===== config.mk =====
export PLATFORM = sky130hd
export DESIGN_NAME = bcht_ctrl
export DESIGN_NICKNAME = d
export VERILOG_FILES = /design/src/hw/rtl/bcht_pkg.sv /design/src/hw/rtl/bcht_ctrl.sv
export SDC_FILE = /design/constraint.sdc
export NUM_CORES = 1
export LEC_CHECK = 0
export BUFFER_PORTS_ARGS = -buffer_cell sky130_fd_sc_hd__buf_2
export CORE_AREA = 5 5 42 44
export CTS_CLUSTER_DIAMETER = 40
export DETAILED_ROUTE_END_ITERATION = 10
export DIE_AREA = 0 0 47 49
export PLACE_DENSITY = 0.79
export SYNTH_ARGS = -nofsm -noshare
export SYNTH_HDL_FRONTEND = slang
export SYNTH_SLANG_ARGS = --single-unit

===== constraint.sdc =====
create_clock -name clk_i -period 1.4 [get_ports clk_i]
set_input_delay 0.21 -clock clk_i [delete_from_list [all_inputs] [get_ports clk_i]]
set_output_delay 0.21 -clock clk_i [all_outputs]
set_load 0.05 [all_outputs]

===== src/hw/rtl/bcht_pkg.sv =====
// ----------------------------------------------------------------------------
// bcht_pkg
// Types, codes and hash constants of the bucketed cuckoo hash table.
// ----------------------------------------------------------------------------
package bcht_pkg;

  localparam int unsigned KEY_BITS  = 64;
  localparam int unsigned DATA_BITS = 32;

  localparam logic [1:0] OP_LOOKUP = 2'd0;
  localparam logic [1:0] OP_INSERT = 2'd1;
  localparam logic [1:0] OP_REMOVE = 2'd2;
  localparam logic [1:0] OP_CLEAR  = 2'd3;

  localparam logic [2:0] ST_HIT      = 3'd0;
  localparam logic [2:0] ST_MISS     = 3'd1;
  localparam logic [2:0] ST_UPDATED  = 3'd2;
  localparam logic [2:0] ST_INSERTED = 3'd3;
  localparam logic [2:0] ST_REMOVED  = 3'd4;
  localparam logic [2:0] ST_CLEARED  = 3'd5;
  localparam logic [2:0] ST_FULL     = 3'd6;

  localparam logic [63:0] MIX_ADD = 64'h9E3779B97F4A7C15;
  localparam logic [63:0] MIX_M1  = 64'hBF58476D1CE4E5B9;
  localparam logic [63:0] MIX_M2  = 64'h94D049BB133111EB;

  typedef struct packed {
    logic [1:0]           op;
    logic [KEY_BITS-1:0]  key;
    logic [DATA_BITS-1:0] value;
  } req_t;

  typedef struct packed {
    logic [2:0]           status;
    logic [DATA_BITS-1:0] found_value;
    logic [KEY_BITS-1:0]  spill_key;
    logic [DATA_BITS-1:0] spill_value;
  } rsp_t;

  typedef enum logic [3:0] {
    STEP_IDLE,
    STEP_LOAD,
    STEP_HASH,
    STEP_POS_INIT,
    STEP_POS_NEXT,
    STEP_RD_B1,
    STEP_RD_B2,
    STEP_RD_POS,
    STEP_PROBE,
    STEP_MISS,
    STEP_KICK,
    STEP_CLR_ROW
  } dp_step_e;

  typedef struct packed {
    dp_step_e step;
    logic     present;
  } cmd_t;

  typedef struct packed {
    logic       hash_done;
    logic       hit;
    logic       free;
    logic       kick_last;
    logic       row_last;
    logic [1:0] op;
  } sts_t;

endpackage


===== src/hw/rtl/bcht_ctrl.sv =====
// ----------------------------------------------------------------------------
// bcht_ctrl
// Operation sequencer: probe, kick loop, clear sweep and result handoff.
// ----------------------------------------------------------------------------
module bcht_ctrl import bcht_pkg::*; (
  input  logic clk_i,
  input  logic rst_ni,
  input  logic in_valid_i,
  output logic in_ready_o,
  output logic out_valid_o,
  input  logic out_ready_i,
  input  sts_t sts_i,
  output cmd_t cmd_o
);

  localparam logic [3:0] S_INIT   = 4'd0;
  localparam logic [3:0] S_IDLE   = 4'd1;
  localparam logic [3:0] S_HSTART = 4'd2;
  localparam logic [3:0] S_HWAIT  = 4'd3;
  localparam logic [3:0] S_RD1    = 4'd4;
  localparam logic [3:0] S_CK1    = 4'd5;
  localparam logic [3:0] S_RD2    = 4'd6;
  localparam logic [3:0] S_CK2    = 4'd7;
  localparam logic [3:0] S_KRD    = 4'd8;
  localparam logic [3:0] S_KCK    = 4'd9;
  localparam logic [3:0] S_KHS    = 4'd10;
  localparam logic [3:0] S_KHW    = 4'd11;
  localparam logic [3:0] S_KPOS   = 4'd12;
  localparam logic [3:0] S_CLR    = 4'd13;
  localparam logic [3:0] S_DONE   = 4'd14;

  logic [3:0] state_q, state_d;
  logic       out_valid_q;

  always_comb begin
    state_d       = state_q;
    cmd_o.step    = STEP_IDLE;
    cmd_o.present = 1'b0;
    unique case (state_q)
      S_INIT: begin
        cmd_o.step = STEP_CLR_ROW;
        if (sts_i.row_last) state_d = S_IDLE;
      end
      S_IDLE: begin
        if (in_valid_i) begin
          cmd_o.step = STEP_LOAD;
          state_d    = S_HSTART;
        end
      end
      S_HSTART: begin
        if (sts_i.op == OP_CLEAR) begin
          cmd_o.step = STEP_CLR_ROW;
          state_d    = sts_i.row_last ? S_DONE : S_CLR;
        end else begin
          cmd_o.step = STEP_HASH;
          state_d    = S_HWAIT;
        end
      end
      S_HWAIT: begin
        if (sts_i.hash_done) state_d = S_RD1;
      end
      S_RD1: begin
        cmd_o.step = STEP_RD_B1;
        state_d    = S_CK1;
      end
      S_CK1: begin
        if (sts_i.hit) begin
          cmd_o.step = STEP_PROBE;
          state_d    = S_DONE;
        end else begin
          state_d = S_RD2;
        end
      end
      S_RD2: begin
        cmd_o.step = STEP_RD_B2;
        state_d    = S_CK2;
      end
      S_CK2: begin
        if (sts_i.hit) begin
          cmd_o.step = STEP_PROBE;
          state_d    = S_DONE;
        end else if (sts_i.op == OP_INSERT) begin
          cmd_o.step = STEP_POS_INIT;
          state_d    = S_KRD;
        end else begin
          cmd_o.step = STEP_MISS;
          state_d    = S_DONE;
        end
      end
      S_KRD: begin
        cmd_o.step = STEP_RD_POS;
        state_d    = S_KCK;
      end
      S_KCK: begin
        cmd_o.step = STEP_KICK;
        state_d    = (sts_i.free || sts_i.kick_last) ? S_DONE : S_KHS;
      end
      S_KHS: begin
        cmd_o.step = STEP_HASH;
        state_d    = S_KHW;
      end
      S_KHW: begin
        if (sts_i.hash_done) state_d = S_KPOS;
      end
      S_KPOS: begin
        cmd_o.step = STEP_POS_NEXT;
        state_d    = S_KRD;
      end
      S_CLR: begin
        cmd_o.step = STEP_CLR_ROW;
        if (sts_i.row_last) state_d = S_DONE;
      end
      S_DONE: begin
        if (!out_valid_q || out_ready_i) begin
          cmd_o.present = 1'b1;
          state_d       = S_IDLE;
        end
      end
      default: state_d = S_IDLE;
    endcase
  end

  always_ff @(posedge clk_i or negedge rst_ni) begin
    if (!rst_ni) begin
      state_q     <= S_INIT;
      out_valid_q <= 1'b0;
    end else begin
      state_q <= state_d;
      if (cmd_o.present) begin
        out_valid_q <= 1'b1;
      end else if (out_ready_i) begin
        out_valid_q <= 1'b0;
      end
    end
  end

  assign in_ready_o  = (state_q == S_IDLE);
  assign out_valid_o = out_valid_q;

endmodule


==> results.cfg <==
[clock_network]
numClockSinks = 5
root_buffer = clkbuf_4
cts_buffer_depth = 2
cts_buffers = 3
cts_tree = done
htree_levels = 1
clk_pin_slew_ns = 0.05
insertion_delay_ns = 0.25

[routing]
wl_um = 2700
antenna_left = 0
vias_per_cell = 6.27
vias = 897
routedWlPerCell_um = 18.9
drt_iter0_drc = 20
firstDrtPassIters = 4
drc = 0

[synthesis]
synth_seq_cells = 5
ys_async_sr_fraction_pct = 100
synth_edf_count = 0
synthDistinctLibCells = 39
synth_cells = 82
syn_nets = 93
synth_flop_cell = dfrtp_1
ys_seq_area_share_pct = 20.2
synth_warnings = 0
synth.cell_area_um2 = 621
postSynthAreaPerCell_um2 = 7.57

[timing]
final.setup.tns_ns = -1.61
setup_violations = 10
min_period_ns = 1.68
rsz0062_at_grt = true
worst_clock_skew_ns = 0.00295
setup_ws_ns = -0.284
max_freq_mhz = 594
hold_slack_ns = 0.298
timing_hold_violations_final = 0
relSlewSlack_pct = 72.1
tightest_slew_ns = 0.418
period_share_pct = 120
slew_viol_final = 0

[power]
p_clk_share_pct = 5.0
pwr-share-comb_pct = 84.3
peakVddDrop_mv = 1.78
p_sw_share_pct = 51.1
seqPwrFrac_pct = 10.7
static-leakage-power_uw = 0.000494
switching_power_uw = 1800
intPower_uw = 1720
p_per_area_mw_per_mm2 = 3030
power_uw = 3510

[placement]
placed_area_um2 = 890
gp_congestion = 0.917
hpwlAfterDp_um = 1530
port_buffers = 17

[grt]
gr-usage-met1_pct = 30.4
met3_usage_pct = 4.06
overflow = 0
grtUsageMet2_pct = 40.3
antenna_found_initial = 0
track_usage_pct = 24.7
grt_pass1_wl_um = 4180
busiest_layer = met2
grt_start_max_net_pins = 12
grt_pass1_vias = 936

[layout]
num_antenna_cells = 0
final_common_cell = buf_4
post-route-util_pct = 82.8
syn2layout_area_growth_pct = 86.9
final_cell_mix = buf_4 (22), buf_6 (13), buf_2 (11)
drive_above_1_share_pct = 63.8
postLayoutCellArea_mm2 = 0.00116
finalNetCount = 139
fill_cells = 85

[setup_path]
cpMaxStageDelayCell = dfrtp_2
critical_path_class = register to output port
cp_cell_sequence = buf_6 > nand2_4 > nor2_2 > o31a_2 > buf_8
crit_path_max_fanout = 7
startpoint_type = register
cp.required_ns = 1.19
max_stage_delay_ns = 0.47
worstPathArrival_ns = 1.47
end_kind = output port

[floorplanning]
core-area_mm2 = 0.00140
num_io_pins = 18
dieArea_mm2 = 0.00230
num_rows = 14
dieWidth_um = 47
initial_utilization_pct = 44.3
die_y_um = 49

[flow_run]
maxCapViolations = 0

[worst_hold_path]
hold_path.class = primary input to async pin

[outcome]
run_status = finished, violations left
violations = negative setup slack
==> layer usage <==
layer | vias up | part of all wire (%)
li1 | 401 | -
met1 | 443 | 41
met2 | 45 | 51
met3 | 8 | 6.0
met4 | 0 | 1.9
met5 | - | 0
==> sequential cells by signal (all words and copies together), names as in the netlist <==
name,cells
out_valid_o,1
state_q,4
==> per-stage QoR <==
stage          setup WS (ns)  std cells
2_1_floorplan        -0.0994         82
5_1_grt               -0.321        143
3_3_place_gp          -0.133        129
6_report              -0.284        143
3_5_place_dp          -0.177        129
4_1_cts               -0.240        142
==> cell families (layout without fill, tap and decap cells) <==
kind of cell    after synthesis  in the layout  synth area share (%)
mux                           1              1                  1.61
compound gates               29             29                  36.5
flops                         5              5                  20.2
simple gates                 34             34                  29.4
buf+inv                      13             58                  12.3
==> timing repair <==
item                                    in CTS  in global routing
pin swaps                                    7                  5
gates resized for setup                     36                 11
hold buffers                                 1                  0
endpoints found under the setup margin       9                 10
endpoints found under the hold margin        5                  0
buffers inserted                             8                  1
==> Yosys cell counts, drive strengths merged, types with 2 or more instances <==
library cell  n  area share [%]
o21ai         3             2.4
nand2b        2             2.0
nand3         3             2.4
a31oi         2             2.0
dfrtp         5              20
o2111ai       2             2.8
inv           5             3.0
nor2          8             6.0
nor2b         2             2.0
o221ai        3             4.2
o221a         2             3.6
buf           8             9.3
a211oi        2             2.4
nand4         2             2.0
nor3          2             1.6
nand2         8             4.8
a21oi         6             5.4
==> path summary, 6_finish.rpt <==
kind	end	slack [ns]	from	cells past startpoint
worst min-delay path	state_q[2]	0.30	rst_ni	2
worst min register to register	state_q[3]	0.78	state_q[1]	2
worst max-delay path	cmd_o[4]	-0.28	state_q[2]	5
min in group clk_i	state_q[1]	0.33	sts_i[6]	3
worst max register to register	state_q[0]	-0.12	state_q[0]	5
max in group asynchronous	out_valid_o	0.95	rst_ni	2
==> critical path: cells and delay by family, from the launching register on <==
kind | cells | cell delay (ns)
flops | 1 | 0.47
compound gates | 1 | 0.35
buf+inv | 2 | 0.31
simple gates | 2 | 0.09
==> final cells by class <==
type                    count  area (um^2)  share of cell area, %
multi-input cells          64          553                   47.7
repair buffers             49          412                   35.5
flip-flops and latches      5          130                   11.2
clock buffers               4         26.3                   2.27
well taps                  16         20.0                   1.73
inverters                   5         18.8                   1.62
==> power by group through the flow <==
stage | clock network (uW) | logic, uW | registers (uW)
CTS | 170 | 2700 | 357
detailed placement | 0 | 2150 | 362
finish | 177 | 2960 | 375
global placement | 0 | 2100 | 354
global route | 185 | 3100 | 378
floorplan | 0 | 1580 | 292
Power figures use the tool's default switching activity.
